--- src/hdl/mqrb_mod.sv ---
module mqrb_mod #(
  parameter int W = 9
) (
  input  logic         clk,
  input  logic         rst,
  input  logic         start,
  input  logic [W-1:0] dividend,
  input  logic [W-1:0] divisor,
  output logic         done,
  output logic [W-1:0] rem
);

  localparam int CNT_W = $clog2(W + 1);

  logic             busy;
  logic [CNT_W-1:0] cnt;
  logic [W-1:0]     dvd;
  logic [W-1:0]     dsr;
  logic [W-1:0]     acc;
  logic [W:0]       trial;
  logic [W:0]       dsr_ext;
  logic [W-1:0]     acc_next;

  // Restoring remainder: one dividend bit per cycle, MSB first.
  // acc stays below the divisor, so one subtract per step is enough.
  always_comb begin
    trial    = {acc, dvd[W-1]};
    dsr_ext  = {1'b0, dsr};
    acc_next = (trial >= dsr_ext) ? W'(trial - dsr_ext) : trial[W-1:0];
  end

  always_ff @(posedge clk) begin
    if (rst) begin
      busy <= 1'b0;
      done <= 1'b0;
      cnt  <= '0;
    end else begin
      done <= 1'b0;
      if (start) begin
        busy <= 1'b1;
        cnt  <= CNT_W'(W);
        acc  <= '0;
        dvd  <= dividend;
        dsr  <= divisor;
      end else if (busy) begin
        acc <= acc_next;
        dvd <= {dvd[W-2:0], 1'b0};
        cnt <= cnt - CNT_W'(1);
        if (cnt == CNT_W'(1)) begin
          busy <= 1'b0;
          done <= 1'b1;
        end
      end
    end
  end

  assign rem = acc;

endmodule

--- config.mk ---
export PLATFORM = sky130hd
export DESIGN_NAME = mqrb_mod
export DESIGN_NICKNAME = d
export VERILOG_FILES = /design/src/hdl/mqrb_mod.sv
export SDC_FILE = /design/constraint.sdc
export NUM_CORES = 1
export LEC_CHECK = 0
export BUFFER_PORTS_ARGS = -buffer_cell sky130_fd_sc_hd__buf_2
export CAP_MARGIN = 20
export CORE_MARGIN = 8
export CORE_UTILIZATION = 30
export DETAILED_ROUTE_END_ITERATION = 6
export PLACE_DENSITY = 0.46
export SETUP_SLACK_MARGIN = 0.2
export SLEW_MARGIN = 20
export SYNTH_ARGS = -nofsm -noshare
export SYNTH_HDL_FRONTEND = slang
export SYNTH_SLANG_ARGS = --single-unit
--- constraint.sdc ---
create_clock -name clk -period 4.2 [get_ports clk]
set_clock_uncertainty 0.15 [all_clocks]
set_input_delay 1.05 -clock clk [delete_from_list [all_inputs] [get_ports clk]]
set_output_delay 1.05 -clock clk [all_outputs]
set_load 0.02 [all_outputs]
# --- After elaboration in Yosys (flattened, before gate mapping) ---
# Index checks and enable logic that the tools add are counted.
op_classes:
  add_sub_neg: 2
  mux: 10
  reduce_logical: 5
  n_lt_le_gt_ge: 1
  n_eq_ne: 1
  bitwise_logic: 2
op_table:
  columns: ["op", "count"]
  rows:
  - ["$mux W9", 4]
  - ["$ge A10 B9 Y1", 1]
  - ["$sub A9 B9 Y9", 1]
  - ["$mux W4", 2]
  - ["$eq A4 B1 Y1 const B", 1]
  - ["$mux W1", 4]
  - ["$reduce_and A2 Y1", 2]
  - ["$sub A4 B1 Y4 const B", 1]
  - ["$reduce_or A3 Y1", 1]
  - ["$not A1 Y1", 2]
  - ["$reduce_bool A2 Y1", 1]
  - ["$reduce_or A2 Y1", 1]
totals:
  elab_cells: 28
  output_inout_bits: 10
  register_bits: 33

# --- Logic depth before layout (Yosys ltp) ---
# Gate-level depths: netlist (run 1).
logic_depth:
  ltp_word: 4
  mapped_depth: 9
  mapped_depth_nobuf: 9

# --- Least setup slack after synthesis (run 1) ---
# No wires, ideal clock.
synth_timing:
  path_kind: "input-to-reg"
  start: "in start"
  end: "reg dvd[0], enable pin"
  n_path_buf: 2
  arrival_time_ps: 2325
  setup_slack_ps: 1331
  setup_ps: 394
  stages: 4
  path_cell_list: "buf_4 -> clkbuf_1 -> nor2_1 -> nor2_1"
synth_between:
  elab_chain_len: 2
synth_rtl:
  columns: ["item", "line", "text"]
  rows:
  - ["from (decl)", "6", "input logic start,"]
  - ["$reduce_bool A2 Y1 (no line)", null, null]
  - ["$reduce_and A2 Y1 (no line)", null, null]
  - ["to (signal assigned)", "43", "dvd <= dividend;"]
  - ["to (signal assigned)", "47", "dvd <= {dvd[W-2:0], 1'b0};"]
  - ["to (decl)", "17", "logic [W-1:0] dvd;"]
# Every way passes these cells.
# A chain may end at the register's enable or synchronous reset.

# --- Worst setup path in the final report (run 1) ---
layout_timing:
  start: "reg dvd[8]"
  end: "reg acc[0] (netlist: rem[0]) (data pin)"
layout_between:
  elab_chain_len: 3
  word_cells_on_any_way: 4
  classes_between: "add/sub (1); order compare (1); mux (2)"
layout_rtl:
  columns: ["item", "line", "text"]
  rows:
  - ["$sub A9 B9 Y9 or $ge A10 B9 Y1 (tied branches)", "29", "acc_next = (trial >= dsr_ext) ? W'(trial - dsr_ext) : trial[W-1:0];"]
  - ["$mux W9 (*)", "29", null]
  - ["$mux W9 (*)", "45", "end else if (busy) begin"]
  - ["to (signal assigned)", "46", "acc <= acc_next;"]
  - ["to (decl)", "19", "logic [W-1:0] acc;"]
# Every way passes the cells marked *; elsewhere a longest branch is shown, timed or not. The select of a mux whose other input is x is not followed.

==> results of run 1 <==
-- cell type report --
| class | instances | area [sq um] |
|---|---|---|
| sequential | 33 | 931 |
| timing repair buffer | 31 | 158 |
| clock buffer | 6 | 72.6 |
| fill | 603 | 3700 |
| tap | 75 | 93.8 |
| inverter | 16 | 60.1 |
| clock inverter | 2 | 33.8 |
| multi-input combinational | 105 | 766 |
-- layer usage --
layer	global-route usage, %	wire (microns)	up-vias
li1	-	-	654
met1	12.3	1910	620
met2	15.2	1810	38
met3	3.61	250	2
met4	2.82	12	0
met5	0	0	-
-- registers in the layout, indices dropped and copies added (netlist names) --
register	count
rem	9
busy	1
cnt	4
dvd	9
dsr	9
done	1
-- logic make-up (layout without fill, tap and decap cells) --
logic type | after synthesis | after routing
AOI/OAI and AO/OA | 36 | 36
xor gates and xnor gates | 6 | 6
adders and majority gates | 12 | 12
buffers and inverters | 21 | 55
DFF | 33 | 33
muxes | 9 | 9
and+or+nand+nor | 42 | 42
-- power by group --
| group | total [uW] | switching, uW | internal, uW |
|---|---|---|---|
| Sequential | 404 | 16.5 | 387 |
| Combinational | 205 | 121 | 83.9 |
| Clock | 286 | 111 | 175 |
-- cell usage in the layout (no fill, tap or decap), types with 3 or more instances in the layout --
master and count:
sky130_fd_sc_hd__nand2_1 7, sky130_fd_sc_hd__buf_2 30, sky130_fd_sc_hd__a21oi_1 11, sky130_fd_sc_hd__nor3_1 6, sky130_fd_sc_hd__dfxtp_1 6, sky130_fd_sc_hd__o21ai_0 5, sky130_fd_sc_hd__mux2_2 9, sky130_fd_sc_hd__nand3_1 5
sky130_fd_sc_hd__xor2_1 3, sky130_fd_sc_hd__nor2_1 11, sky130_fd_sc_hd__a211oi_1 3, sky130_fd_sc_hd__xnor2_1 3, sky130_fd_sc_hd__clkbuf_8 5, sky130_fd_sc_hd__inv_1 16, sky130_fd_sc_hd__ha_1 11, sky130_fd_sc_hd__o211ai_1 4
sky130_fd_sc_hd__edfxtp_1 27
-- worst min-delay path by stage --
stage	slack [ps]	to	depth (start not counted)	start
5_1_grt	410	dvd[2]$_DFFE_PP_	1	dvd[1]$_DFFE_PP_
3_5_place_dp	370	cnt[1]$_SDFFE_PP0P_	2	cnt[1]$_SDFFE_PP0P_
3_3_place_gp	360	cnt[1]$_SDFFE_PP0P_	2	cnt[1]$_SDFFE_PP0P_
4_1_cts	380	cnt[1]$_SDFFE_PP0P_	2	cnt[1]$_SDFFE_PP0P_
6_report	370	cnt[1]$_SDFFE_PP0P_	2	cnt[1]$_SDFFE_PP0P_
2_1_floorplan	330	cnt[1]$_SDFFE_PP0P_	2	cnt[1]$_SDFFE_PP0P_
-- synthesized netlist by cell type (4+ instances only) --
library cell | n | area (sq um)
sky130_fd_sc_hd__a21oi_1 | 11 | 55.1
sky130_fd_sc_hd__nand2_1 | 7 | 26.3
sky130_fd_sc_hd__dfxtp_1 | 6 | 120
sky130_fd_sc_hd__nor3_1 | 6 | 30.0
sky130_fd_sc_hd__o211ai_1 | 4 | 30.0
sky130_fd_sc_hd__ha_1 | 11 | 138
sky130_fd_sc_hd__edfxtp_1 | 27 | 811
sky130_fd_sc_hd__nor2_1 | 11 | 41.3
sky130_fd_sc_hd__o21ai_0 | 5 | 25.0
sky130_fd_sc_hd__inv_1 | 16 | 60.1
sky130_fd_sc_hd__mux2_2 | 9 | 101
sky130_fd_sc_hd__nand3_1 | 5 | 25.0
-- worst reg2reg max path: stages, from the launching register on --
cell and delay, ps:
sky130_fd_sc_hd__edfxtp_1 410, sky130_fd_sc_hd__inv_1 80, sky130_fd_sc_hd__ha_1 160, sky130_fd_sc_hd__inv_1 50, sky130_fd_sc_hd__fa_1 420, sky130_fd_sc_hd__a21oi_1 220
sky130_fd_sc_hd__o211ai_1 130, sky130_fd_sc_hd__o211ai_1 210, sky130_fd_sc_hd__nand2_1 240, sky130_fd_sc_hd__a211oi_1 350
-- per-stage QoR --
step | hold WS, ps | worst slack [ps]
2_1_floorplan | 334 | 1330
3_3_place_gp | 360 | 1440
3_5_place_dp | 372 | 1330
4_1_cts | 381 | 1620
5_1_grt | 415 | 1340
6_report | 373 | 1570
==> impl_table.tex, run 1 <==
\begin{tabular}{lr}
\hline
Metric & Value \\
\hline
\multicolumn{2}{l}{\textbf{Run status}} \\
\quad Outcome & finished clean \\
\multicolumn{2}{l}{\textbf{Worst setup path}} \\
\quad Critical-path top delay cell & sky130\_fd\_sc\_hd\_\_fa\_1 \\
\quad R2r startpoint & dvd[8]\$\_DFFE\_PP\_ \\
\quad Setup slack of the most critical reg-to-reg path & 1570 ps \\
\quad Category of the critical setup timing path & reg2reg \\
\quad CP Capture Type & flop \\
\quad Family with the most delay on the worst path & compound AO/OA/AOI/OAI gates \\
\quad Cell depth of the worst setup path & 9 \\
\quad Largest fanout of any net on the critical path & 5 \\
\quad Depth of the worst register-to-register path & 9 \\
\quad Cell-by-cell listing of the critical path & inv\_1 > ha\_1 > inv\_1 > fa\_1 > a21oi\_1 > o211ai\_1 > o211ai\_1 > nand2\_1 > a211oi\_1 \\
\quad Slowest Stage Delay on Critical Path & 420 ps \\
\quad Reg-to-Reg End & rem[0]\$\_SDFFCE\_PP0P\_ \\
\quad Crit path buf inv count & 2 \\
\quad CP endpoint & rem[0]\$\_SDFFCE\_PP0P\_ \\
\quad Critical Path Source & dvd[8]\$\_DFFE\_PP\_ \\
\quad Arrival time reported for the critical path endpoint & 2550 ps \\
\quad CP required & 4130 ps \\
\quad Type of element launching the critical path & flop \\
\multicolumn{2}{l}{\textbf{Finish}} \\
\quad Share of final-layout standard cells stronger than drive strength 1 & 24.4\% \\
\quad Number of nets at the end of the flow & 225 \\
\quad Signed area change from the synthesized netlist to the final layout & 18.7\% \\
\quad Final standard cell count with taps included and fillers excluded & 268 \\
\quad \# diodes & 0 \\
\quad Fin area & 2110 sq um \\
\quad Post-layout util & 36.4\% \\
\multicolumn{2}{l}{\textbf{Synth}} \\
\quad Synth Cell Area & 1780 sq um \\
\quad Register area share after synthesis & 52.2\% \\
\quad EDFF count, synth & 27 \\
\quad Warnings from Yosys & 0 \\
\quad Count of state elements after synthesis & 33 \\
\quad Synthesized instance count & 159 \\
\quad Share of synthesized cell area in and, or, nand and nor gates & 12.1\% \\
\quad Flip-flop cell with the highest count after synthesis & sky130\_fd\_sc\_hd\_\_edfxtp\_1 \\
\quad Share of synthesized cell area in full adder, half adder and majority cells & 8.85\% \\
\quad Combinational family with the most area after synthesis & compound AO/OA/AOI/OAI gates \\
\quad Synth Area in XOR/XNOR & 2.95\% \\
\quad Async set-reset flop share out of synthesis & 0\% \\
\quad Number of unique standard cell types used by synthesis & 39 \\
\quad Post-synthesis compound-gate area fraction & 13.4\% \\
\quad Post-synthesis mux area share & 5.69\% \\
\quad Post-synthesis area per instance & 11.2 sq um \\
\quad Synth Net Count & 192 \\
\multicolumn{2}{l}{\textbf{Clock network}} \\
\quad \# hold bufs at CTS & 0 \\
\quad Bufs on Longest Clock Path & 2 \\
\quad Sinks on Clock Net & 33 \\
\quad Num CTS Buffers & 5 \\
\quad Clock-pin slew reported for the worst setup and hold paths after clock tree synthesis & 70 ps \\
\quad Clock latency reported for the late side of the worst-skew pair & 280 ps \\
\quad TritonCTS clock tree & built \\
\quad H-tree depth & 2 \\
\quad PostCTS Resize Cnt & 0 \\
\quad Number of post-CTS setup repair buffers & 0 \\
\quad Clock Root Buffer & sky130\_fd\_sc\_hd\_\_clkbuf\_8 \\
\multicolumn{2}{l}{\textbf{Placement}} \\
\quad Total half-perimeter wirelength after legalization and detailed placement & 3020 microns \\
\quad Placed Cells & 260 \\
\quad Final weighted congestion of routability-driven global placement & 0.809 \\
\quad Area after detailed placement & 2010 sq um \\
\quad Buffers on Ports & 30 \\
\multicolumn{2}{l}{\textbf{Job}} \\
\quad Count of maximum capacitance violations & 0 \\
\multicolumn{2}{l}{\textbf{Route}} \\
\quad Total via count after detailed routing & 1314 \\
\quad Detailed Route Iter0 Violations & 82 \\
\quad Initial DRT Pass Iterations & 4 \\
\quad Detail-routed net length per standard cell & 14.9 microns \\
\quad Drc violations & 0 \\
\quad Total wirelength of the detailed-routed design & 3980 microns \\
\quad Via-per-instance ratio & 4.90 \\
\quad Remaining antenna violation count & 0 \\
\multicolumn{2}{l}{\textbf{Floorplanning}} \\
\quad Chip width & 93.1 microns \\
\quad Site row count & 28 \\
\quad Initial standard-cell utilization of the core & 30.6\% \\
\quad I/O pin count & 31 \\
\quad Core area & 5820 sq um \\
\quad Vertical die dimension & 93.1 microns \\
\quad Die outline area & 8660 sq um \\
\multicolumn{2}{l}{\textbf{GRT}} \\
\quad Largest net degree at the start of global routing & 29 \\
\quad Residual overflow from global routing & 0 \\
\quad Wire length of the first global-routing pass & 6760 microns \\
\quad Vias in the first global route & 1381 \\
\quad Antenna violations before repair & 0 \\
\quad Total track usage & 9.75\% \\
\multicolumn{2}{l}{\textbf{STA}} \\
\quad Worst slew margin relative to its limit & 42.7\% \\
\quad Setup repair after global routing missed its margin & no \\
\quad Count of final setup violators & 0 \\
\quad Number of slew-limit violations in the final report & 0 \\
\quad Max Freq & 381 MHz \\
\quad Slew of the pin with the lowest slew margin & 858 ps \\
\quad Final critical-path share of the clock period & 62.5\% \\
\quad Sum of negative setup slack & 0 ps \\
\quad Final Hold Viols & 0 \\
\quad Shortest period the worst path allows & 2630 ps \\
\multicolumn{2}{l}{\textbf{Worst hold path}} \\
\quad Path type of the worst min-delay path & reg2reg \\
\multicolumn{2}{l}{\textbf{Power}} \\
\quad Leakage power total & 0.000861 uW \\
\quad Worst-case vdd ir drop & 0.254 mV \\
\quad Final Total Pwr & 895 uW \\
\quad Pwr per Cell Area & 423 nW/um\^{}2 \\
\hline
\end{tabular}
Note: power is estimated with default switching activity, not from simulation.
==> run 2: changes to the inputs <==
==> constraint.sdc (replaced) <==
create_clock -name clk -period 2.6 [get_ports clk]
set_clock_uncertainty 0.15 [all_clocks]
set_input_delay 0.65 -clock clk [delete_from_list [all_inputs] [get_ports clk]]
set_output_delay 0.65 -clock clk [all_outputs]
set_load 0.02 [all_outputs]
==> run 2 against run 1 <==
Largest cell class unchanged. Utilization increased by 2.0 points. Critical path type unchanged. Largest power group unchanged. Sequential share of layout area fell by 2.2 points. Hold slack worse by 5.6 ps.
==> impl_table.tex, run 2 (synthesized netlist as in run 1, its figures left out) <==
\begin{tabular}{lr}
\hline
Metric & Value \\
\hline
\multicolumn{2}{l}{\textbf{STA}} \\
\quad Worst slew margin relative to its limit & 64.9\% (+22 points) \\
\quad Setup repair after global routing missed its margin & yes \\
\quad Number of slew-limit violations in the final report & 0 (unchanged) \\
\quad Shortest period the worst path allows & 2360 ps (-269 ps) \\
\quad Slew of the pin with the lowest slew margin & 527 ps (-332 ps) \\
\quad Final worst hold slack & 368 ps (-5.62 ps) \\
\quad Max Freq & 424 MHz (+11\%) \\
\quad Final critical-path share of the clock period & 90.7\% (+28 points) \\
\quad Sum of negative setup slack & 0 ps (unchanged) \\
\quad Count of final setup violators & 0 (unchanged) \\
\quad Final Hold Viols & 0 (unchanged) \\
\multicolumn{2}{l}{\textbf{GRT}} \\
\quad Total track usage & 9.67\% (-0.082 points) \\
\quad Residual overflow from global routing & 0 (unchanged) \\
\quad Vias in the first global route & 1371 (-0.72\%) \\
\quad Largest net degree at the start of global routing & 29 (unchanged) \\
\quad Antenna violations before repair & 0 (unchanged) \\
\quad Wire length of the first global-routing pass & 6500 microns (-3.8\%) \\
\multicolumn{2}{l}{\textbf{Finish}} \\
\quad Final standard cell count with taps included and fillers excluded & 274 (+2.2\%) \\
\quad Signed area change from the synthesized netlist to the final layout & 25.1\% \\
\quad Fin area & 2230 sq um (+5.4\%) \\
\quad Share of final-layout standard cells stronger than drive strength 1 & 33.2\% (+8.8 points) \\
\quad Number of nets at the end of the flow & 231 (+2.7\%) \\
\quad \# diodes & 0 (unchanged) \\
\quad Most used cells in the layout excluding fill and tap cells & 30 x sky130\_fd\_sc\_hd\_\_buf\_2, 27 x sky130\_fd\_sc\_hd\_\_edfxtp\_1, 16 x sky130\_fd\_sc\_hd\_\_inv\_1, 10 x sky130\_fd\_sc\_hd\_\_nor2\_1, 10 x sky130\_fd\_sc\_hd\_\_a21oi\_1 \\
\quad Most common cell after layout, fill and taps aside & sky130\_fd\_sc\_hd\_\_buf\_2 \\
\multicolumn{2}{l}{\textbf{Placement}} \\
\quad Final weighted congestion of routability-driven global placement & 0.908 (+12\%) \\
\quad Total half-perimeter wirelength after legalization and detailed placement & 3000 microns (-0.57\%) \\
\quad Buffers on Ports & 30 (unchanged) \\
\quad Placed Cells & 265 (+1.9\%) \\
\quad Area after detailed placement & 2050 sq um (+2.0\%) \\
\multicolumn{2}{l}{\textbf{Floorplanning}} \\
\quad Chip width & 93.1 microns (unchanged) \\
\quad Site row count & 28 (unchanged) \\
\quad Core area & 5820 sq um (unchanged) \\
\quad Die outline area & 8660 sq um (unchanged) \\
\quad I/O pin count & 31 (unchanged) \\
\quad Initial standard-cell utilization of the core & 30.6\% (unchanged) \\
\quad Vertical die dimension & 93.1 microns (unchanged) \\
\multicolumn{2}{l}{\textbf{Worst setup path}} \\
\quad Reg-to-Reg End & rem[6]\$\_SDFFCE\_PP0P\_ \\
\quad CP endpoint & rem[6]\$\_SDFFCE\_PP0P\_ \\
\quad Type of element launching the critical path & flop \\
\quad Depth of the worst register-to-register path & 6 (-3) \\
\quad CP required & 2560 ps (-1570 ps) \\
\quad Critical Path Source & rem[4]\$\_SDFFCE\_PP0P\_ \\
\quad Setup slack of the most critical reg-to-reg path & 240 ps (-1330 ps) \\
\quad Largest fanout of any net on the critical path & 8 (+3) \\
\quad Arrival time reported for the critical path endpoint & 2320 ps (-230 ps) \\
\quad Category of the critical setup timing path & reg2reg \\
\quad CP Capture Type & flop \\
\quad R2r startpoint & rem[4]\$\_SDFFCE\_PP0P\_ \\
\multicolumn{2}{l}{\textbf{Job}} \\
\quad Count of maximum capacitance violations & 0 (unchanged) \\
\multicolumn{2}{l}{\textbf{Route}} \\
\quad Remaining antenna violation count & 0 (unchanged) \\
\quad Drc violations & 0 (unchanged) \\
\quad Total via count after detailed routing & 1379 (+4.9\%) \\
\quad Via-per-instance ratio & 5.03 (+2.6\%) \\
\quad Detailed Route Iter0 Violations & 88 (+7.3\%) \\
\quad Detail-routed net length per standard cell & 15.2 microns (+2.0\%) \\
\quad Total wirelength of the detailed-routed design & 4150 microns (+4.3\%) \\
\quad Initial DRT Pass Iterations & 5 (+1) \\
\multicolumn{2}{l}{\textbf{Power}} \\
\quad Final Total Pwr & 1410 uW (+58\%) \\
\quad Pwr per Cell Area & 635 nW/um\^{}2 (+50\%) \\
\quad Worst-case vdd ir drop & 0.272 mV (+7.2\%) \\
\quad Leakage power total & 0.000872 uW (+1.3\%) \\
\multicolumn{2}{l}{\textbf{Clock network}} \\
\quad Clock Root Buffer & sky130\_fd\_sc\_hd\_\_clkbuf\_8 \\
\quad Clock latency reported for the late side of the worst-skew pair & 290 ps (about the same) \\
\quad Sinks on Clock Net & 33 (unchanged) \\
\quad Bufs on Longest Clock Path & 2 (unchanged) \\
\quad \# hold bufs at CTS & 0 (unchanged) \\
\quad TritonCTS clock tree & built \\
\quad Clock-pin slew reported for the worst setup and hold paths after clock tree synthesis & 70 ps (about the same) \\
\quad Num CTS Buffers & 5 (unchanged) \\
\quad H-tree depth & 2 (unchanged) \\
\multicolumn{2}{l}{\textbf{Run status}} \\
\quad Outcome & finished clean \\
\multicolumn{2}{l}{\textbf{Worst hold path}} \\
\quad Start point of the worst min-delay path & cnt[1]\$\_SDFFE\_PP0P\_ \\
\quad Path type of the worst min-delay path & reg2reg \\
\hline
\end{tabular}
==> run 2: changes by cell type in the layout (fill, tap and decap cells not counted), moves of 2 or more <==
cell	before	now
sky130_fd_sc_hd__ha_1	11	5
sky130_fd_sc_hd__ha_4	0	6
sky130_fd_sc_hd__buf_4	1	7
sky130_fd_sc_hd__clkinv_2	0	2
==> run 2: critical path: stages, from the launching register on <==
cell and delay (ps):
sky130_fd_sc_hd__edfxtp_1 470, sky130_fd_sc_hd__ha_4 350, sky130_fd_sc_hd__nand4_1 120, sky130_fd_sc_hd__o211a_1 240, sky130_fd_sc_hd__or2_1 310, sky130_fd_sc_hd__or4_1 440
sky130_fd_sc_hd__o311ai_1 100
==> run 2: stage by stage <==
| step | utilization, % | setup WS, ps |
|---|---|---|
| after floorplan | - | 203 |
| after global placement | 35.2 | 165 |
| after detailed placement | 35.2 | 199 |
| after CTS | 37.2 | 203 |
| after global routing | 38.3 | 136 |
| final | 38.3 | 243 |
==> run 2: per-layer routing <==
layer	track usage [%]	routed length (microns)	vias up
li1	-	-	665
met1	11.2	1820	658
met2	15.7	1990	47
met3	3.61	267	9
met4	4.03	77	0
met5	0	0	-
==> run 2: cell type report <==
| cell class | instances | area (sq um) |
|---|---|---|
| fillers | 611 | 3590 |
| flip-flops and latches | 33 | 931 |
| multi-input cells | 105 | 858 |
| repair buffers | 37 | 203 |
| well taps | 75 | 93.8 |
| clock buffers | 6 | 72.6 |
| inverters | 16 | 60.1 |
| clock inverters | 2 | 10.0 |
==> run 2: worst min-delay path by stage <==
stage                               end  slack [ps]  cells past startpoint
global route           dsr[3]$_DFFE_PP_         360                      1
finish              cnt[1]$_SDFFE_PP0P_         370                      2
floorplan           cnt[1]$_SDFFE_PP0P_         330                      2
global placement    cnt[1]$_SDFFE_PP0P_         360                      2
CTS                    dsr[3]$_DFFE_PP_         370                      1
detailed placement  cnt[1]$_SDFFE_PP0P_         360                      2
==> run 2: timing repair <==
item                                    4_1_cts  5_1_grt
endpoints found under the setup margin        1        9
setup buffers                                 0        1
resized for setup                             5       11
endpoints found under the hold margin         0        0
cloned                                        0        0
==> run 2: power by group <==
part | internal [uW] | total, uW | leakage, uW | switching (uW)
Sequential | 625 | 656 | 0.000308 | 30.2
Combinational | 176 | 383 | 0.000520 | 207
Clock | 185 | 375 | 0.0000450 | 190
Total | 987 | 1410 | 0.000872 | 427
==> run 3: changes to the inputs <==
--- a/config.mk
+++ b/config.mk
@@ -11,7 +11,7 @@
 export CORE_UTILIZATION = 30
 export DETAILED_ROUTE_END_ITERATION = 6
 export PLACE_DENSITY = 0.46
-export SETUP_SLACK_MARGIN = 0.2
+export SETUP_SLACK_MARGIN = 0.3
 export SLEW_MARGIN = 20
 export SYNTH_ARGS = -nofsm -noshare
 export SYNTH_HDL_FRONTEND = slang
==> run 3 against run 2 <==
Hold slack improved by 11 ps. Final cell count rose by 5.8%. Setup slack improved by 52 ps. Register-to-register slack improved by 50 ps. Non-clock buffer count rose by 16. Via count rose by 4.3%. Final area rose by 6.9%. Sequential share of layout area fell by 2.7 points. Fmax rose by 2.2%. First-iteration DRC count rose by 6.8%.
==> impl_table.tex, run 3 (synthesized netlist as in run 1, its figures left out) <==
\begin{tabular}{lr}
\hline
Metric & Value \\
\hline
\multicolumn{2}{l}{\textbf{GRT}} \\
\quad Vias in the first global route & 1404 (+2.4\%) \\
\quad Residual overflow from global routing & 0 (unchanged) \\
\quad Largest net degree at the start of global routing & 29 (unchanged) \\
\quad Total track usage & 9.84\% (+0.18 points) \\
\quad Wire length of the first global-routing pass & 6730 microns (+3.6\%) \\
\quad Antenna violations before repair & 0 (unchanged) \\
\multicolumn{2}{l}{\textbf{Clock network}} \\
\quad Bufs on Longest Clock Path & 2 (unchanged) \\
\quad Num CTS Buffers & 5 (unchanged) \\
\quad H-tree depth & 2 (unchanged) \\
\quad Clock-pin slew reported for the worst setup and hold paths after clock tree synthesis & 70 ps (about the same) \\
\quad Clock Root Buffer & sky130\_fd\_sc\_hd\_\_clkbuf\_8 \\
\quad Sinks on Clock Net & 33 (unchanged) \\
\quad TritonCTS clock tree & built \\
\quad Clock latency reported for the late side of the worst-skew pair & 280 ps (about the same) \\
\multicolumn{2}{l}{\textbf{Worst setup path}} \\
\quad Cell-by-cell listing of the critical path & inv\_1 > ha\_2 > inv\_2 > fa\_2 > a21oi\_2 > o211ai\_1 > o211ai\_1 > nand2\_2 > o311ai\_1 \\
\quad Category of the critical setup timing path & reg2reg \\
\quad Slowest Stage Delay on Critical Path & 380 ps (-90 ps) \\
\quad Type of element launching the critical path & flop \\
\quad Critical-path top delay cell & sky130\_fd\_sc\_hd\_\_edfxtp\_1 \\
\quad Arrival time reported for the critical path endpoint & 2240 ps (-80 ps) \\
\quad Cell occurring most often along the worst timing path & sky130\_fd\_sc\_hd\_\_o211ai\_1 \\
\quad Family with the most delay on the worst path & compound AO/OA/AOI/OAI gates \\
\quad Crit path buf inv count & 2 (+2) \\
\quad CP required & 2540 ps (-20 ps) \\
\quad CP Capture Type & flop \\
\quad Largest fanout of any net on the critical path & 5 (-3) \\
\multicolumn{2}{l}{\textbf{Floorplanning}} \\
\quad I/O pin count & 31 (unchanged) \\
\quad Core area & 5820 sq um (unchanged) \\
\quad Site row count & 28 (unchanged) \\
\quad Vertical die dimension & 93.1 microns (unchanged) \\
\quad Chip width & 93.1 microns (unchanged) \\
\quad Die outline area & 8660 sq um (unchanged) \\
\quad Initial standard-cell utilization of the core & 30.6\% (unchanged) \\
\multicolumn{2}{l}{\textbf{Power}} \\
\quad Pwr per Cell Area & 623 nW/um\^{}2 (-1.9\%) \\
\quad Worst-case vdd ir drop & 0.252 mV (-7.3\%) \\
\quad Leakage power total & 0.000954 uW (+9.4\%) \\
\multicolumn{2}{l}{\textbf{STA}} \\
\quad Shortest period the worst path allows & 2310 ps (-51.5 ps) \\
\quad Max Freq & 434 MHz (+2.2\%) \\
\quad Worst slew margin relative to its limit & 63.3\% (-1.6 points) \\
\quad Count of final setup violators & 0 (unchanged) \\
\quad Final critical-path share of the clock period & 88.7\% (-2.0 points) \\
\quad Sum of negative setup slack & 0 ps (unchanged) \\
\quad Number of slew-limit violations in the final report & 0 (unchanged) \\
\quad Slew of the pin with the lowest slew margin & 550 ps (+23.9 ps) \\
\quad Final Hold Viols & 0 (unchanged) \\
\quad Setup repair after global routing missed its margin & yes \\
\quad Fin worst setup slack & 294 ps (+51.5 ps) \\
\multicolumn{2}{l}{\textbf{Route}} \\
\quad Remaining antenna violation count & 0 (unchanged) \\
\quad Detailed Route Iter0 Violations & 94 (+6.8\%) \\
\quad Drc violations & 0 (unchanged) \\
\quad Via-per-instance ratio & 4.96 (-1.5\%) \\
\quad Detail-routed net length per standard cell & 15.2 microns (+0.53\%) \\
\quad Total via count after detailed routing & 1438 (+4.3\%) \\
\quad Total wirelength of the detailed-routed design & 4420 microns (+6.4\%) \\
\quad Initial DRT Pass Iterations & 4 (-1) \\
\multicolumn{2}{l}{\textbf{Finish}} \\
\quad Signed area change from the synthesized netlist to the final layout & 33.7\% \\
\quad Fin area & 2380 sq um (+6.9\%) \\
\quad Share of final-layout standard cells stronger than drive strength 1 & 40.9\% (+7.8 points) \\
\quad \# diodes & 0 (unchanged) \\
\quad Number of nets at the end of the flow & 247 (+6.9\%) \\
\quad Final standard cell count with taps included and fillers excluded & 290 (+5.8\%) \\
\quad Most common cell after layout, fill and taps aside & sky130\_fd\_sc\_hd\_\_buf\_2 \\
\quad Most used cells in the layout excluding fill and tap cells & 30 x sky130\_fd\_sc\_hd\_\_buf\_2, 27 x sky130\_fd\_sc\_hd\_\_edfxtp\_1, 23 x sky130\_fd\_sc\_hd\_\_buf\_4, 15 x sky130\_fd\_sc\_hd\_\_inv\_1 \\
\quad Post-layout util & 41.0\% (+2.6 points) \\
\multicolumn{2}{l}{\textbf{Worst hold path}} \\
\quad Path type of the worst min-delay path & reg2reg \\
\multicolumn{2}{l}{\textbf{Placement}} \\
\quad Placed Cells & 264 (-0.38\%) \\
\quad Buffers on Ports & 30 (unchanged) \\
\quad Worst setup slack after placement & 189 ps (-9.85 ps) \\
\quad Total half-perimeter wirelength after legalization and detailed placement & 2960 microns (-1.4\%) \\
\quad Final weighted congestion of routability-driven global placement & 0.848 (-6.7\%) \\
\quad Area after detailed placement & 2040 sq um (-0.37\%) \\
\multicolumn{2}{l}{\textbf{Job}} \\
\quad Count of maximum capacitance violations & 0 (unchanged) \\
\multicolumn{2}{l}{\textbf{Run status}} \\
\quad Outcome & finished clean \\
\hline
\end{tabular}
[run 3: changes by cell type in the layout (fill, tap and decap cells not counted), sizes merged]
cell	before	now
clkinvlp	0	1
clkbuf	6	5
buf	37	53
[run 3: worst paths after layout]
path	cells after the start	end	slack, ps	startpoint
max	9	rem[6]$_SDFFCE_PP0P_	290	dvd[8]$_DFFE_PP_
min	2	cnt[1]$_SDFFE_PP0P_	380	cnt[1]$_SDFFE_PP0P_
max reg2reg	9	rem[6]$_SDFFCE_PP0P_	290	dvd[8]$_DFFE_PP_
min reg2reg	2	cnt[1]$_SDFFE_PP0P_	380	cnt[1]$_SDFFE_PP0P_
[run 3: layout make-up]
type	count	area, sq um
Clock buffer	5	68.8
Clock inverter	3	17.5
Tap cell	75	93.8
Timing Repair Buffer	53	323
Inverter	16	60.1
Multi-Input combinational cell	105	888
Fill cell	588	3430
Sequential cell	33	931
[run 3: metrics by stage]
stage	hold slack (ps)	total power [uW]
floorplan	334	905
global placement	355	1000
detailed placement	379	1000
CTS	379	1420
global route	376	1560
finish	379	1480
[run 3: worst reg2reg max path, cell delays in order (launching register included)]
cell and delay [ps]:
sky130_fd_sc_hd__edfxtp_1 380, sky130_fd_sc_hd__inv_1 80, sky130_fd_sc_hd__ha_2 180, sky130_fd_sc_hd__inv_2 40, sky130_fd_sc_hd__fa_2 370, sky130_fd_sc_hd__a21oi_2 170, sky130_fd_sc_hd__o211ai_1 140, sky130_fd_sc_hd__o211ai_1 160
sky130_fd_sc_hd__nand2_2 170, sky130_fd_sc_hd__o311ai_1 280
[run 3: repair_timing]
item,4_1_cts,5_1_grt
gates resized for setup,15,8
hold buffers,0,0
pin swaps,1,9
setup endpoints to repair,9,9
buffers inserted,1,17
[run 3: metal layers]
layer	global-route usage (%)	vias up	routed length, microns
met4	4.03	0	110
met3	3.13	10	181
met2	15.9	38	2210
met5	0	-	0
met1	11.9	690	1920
li1	-	700	-
[run 3: power breakdown]
group	switching (uW)	internal [uW]	total [uW]
combinational	232	221	453
sequential	29.3	625	655
clock	191	185	375
total	453	1030	1480
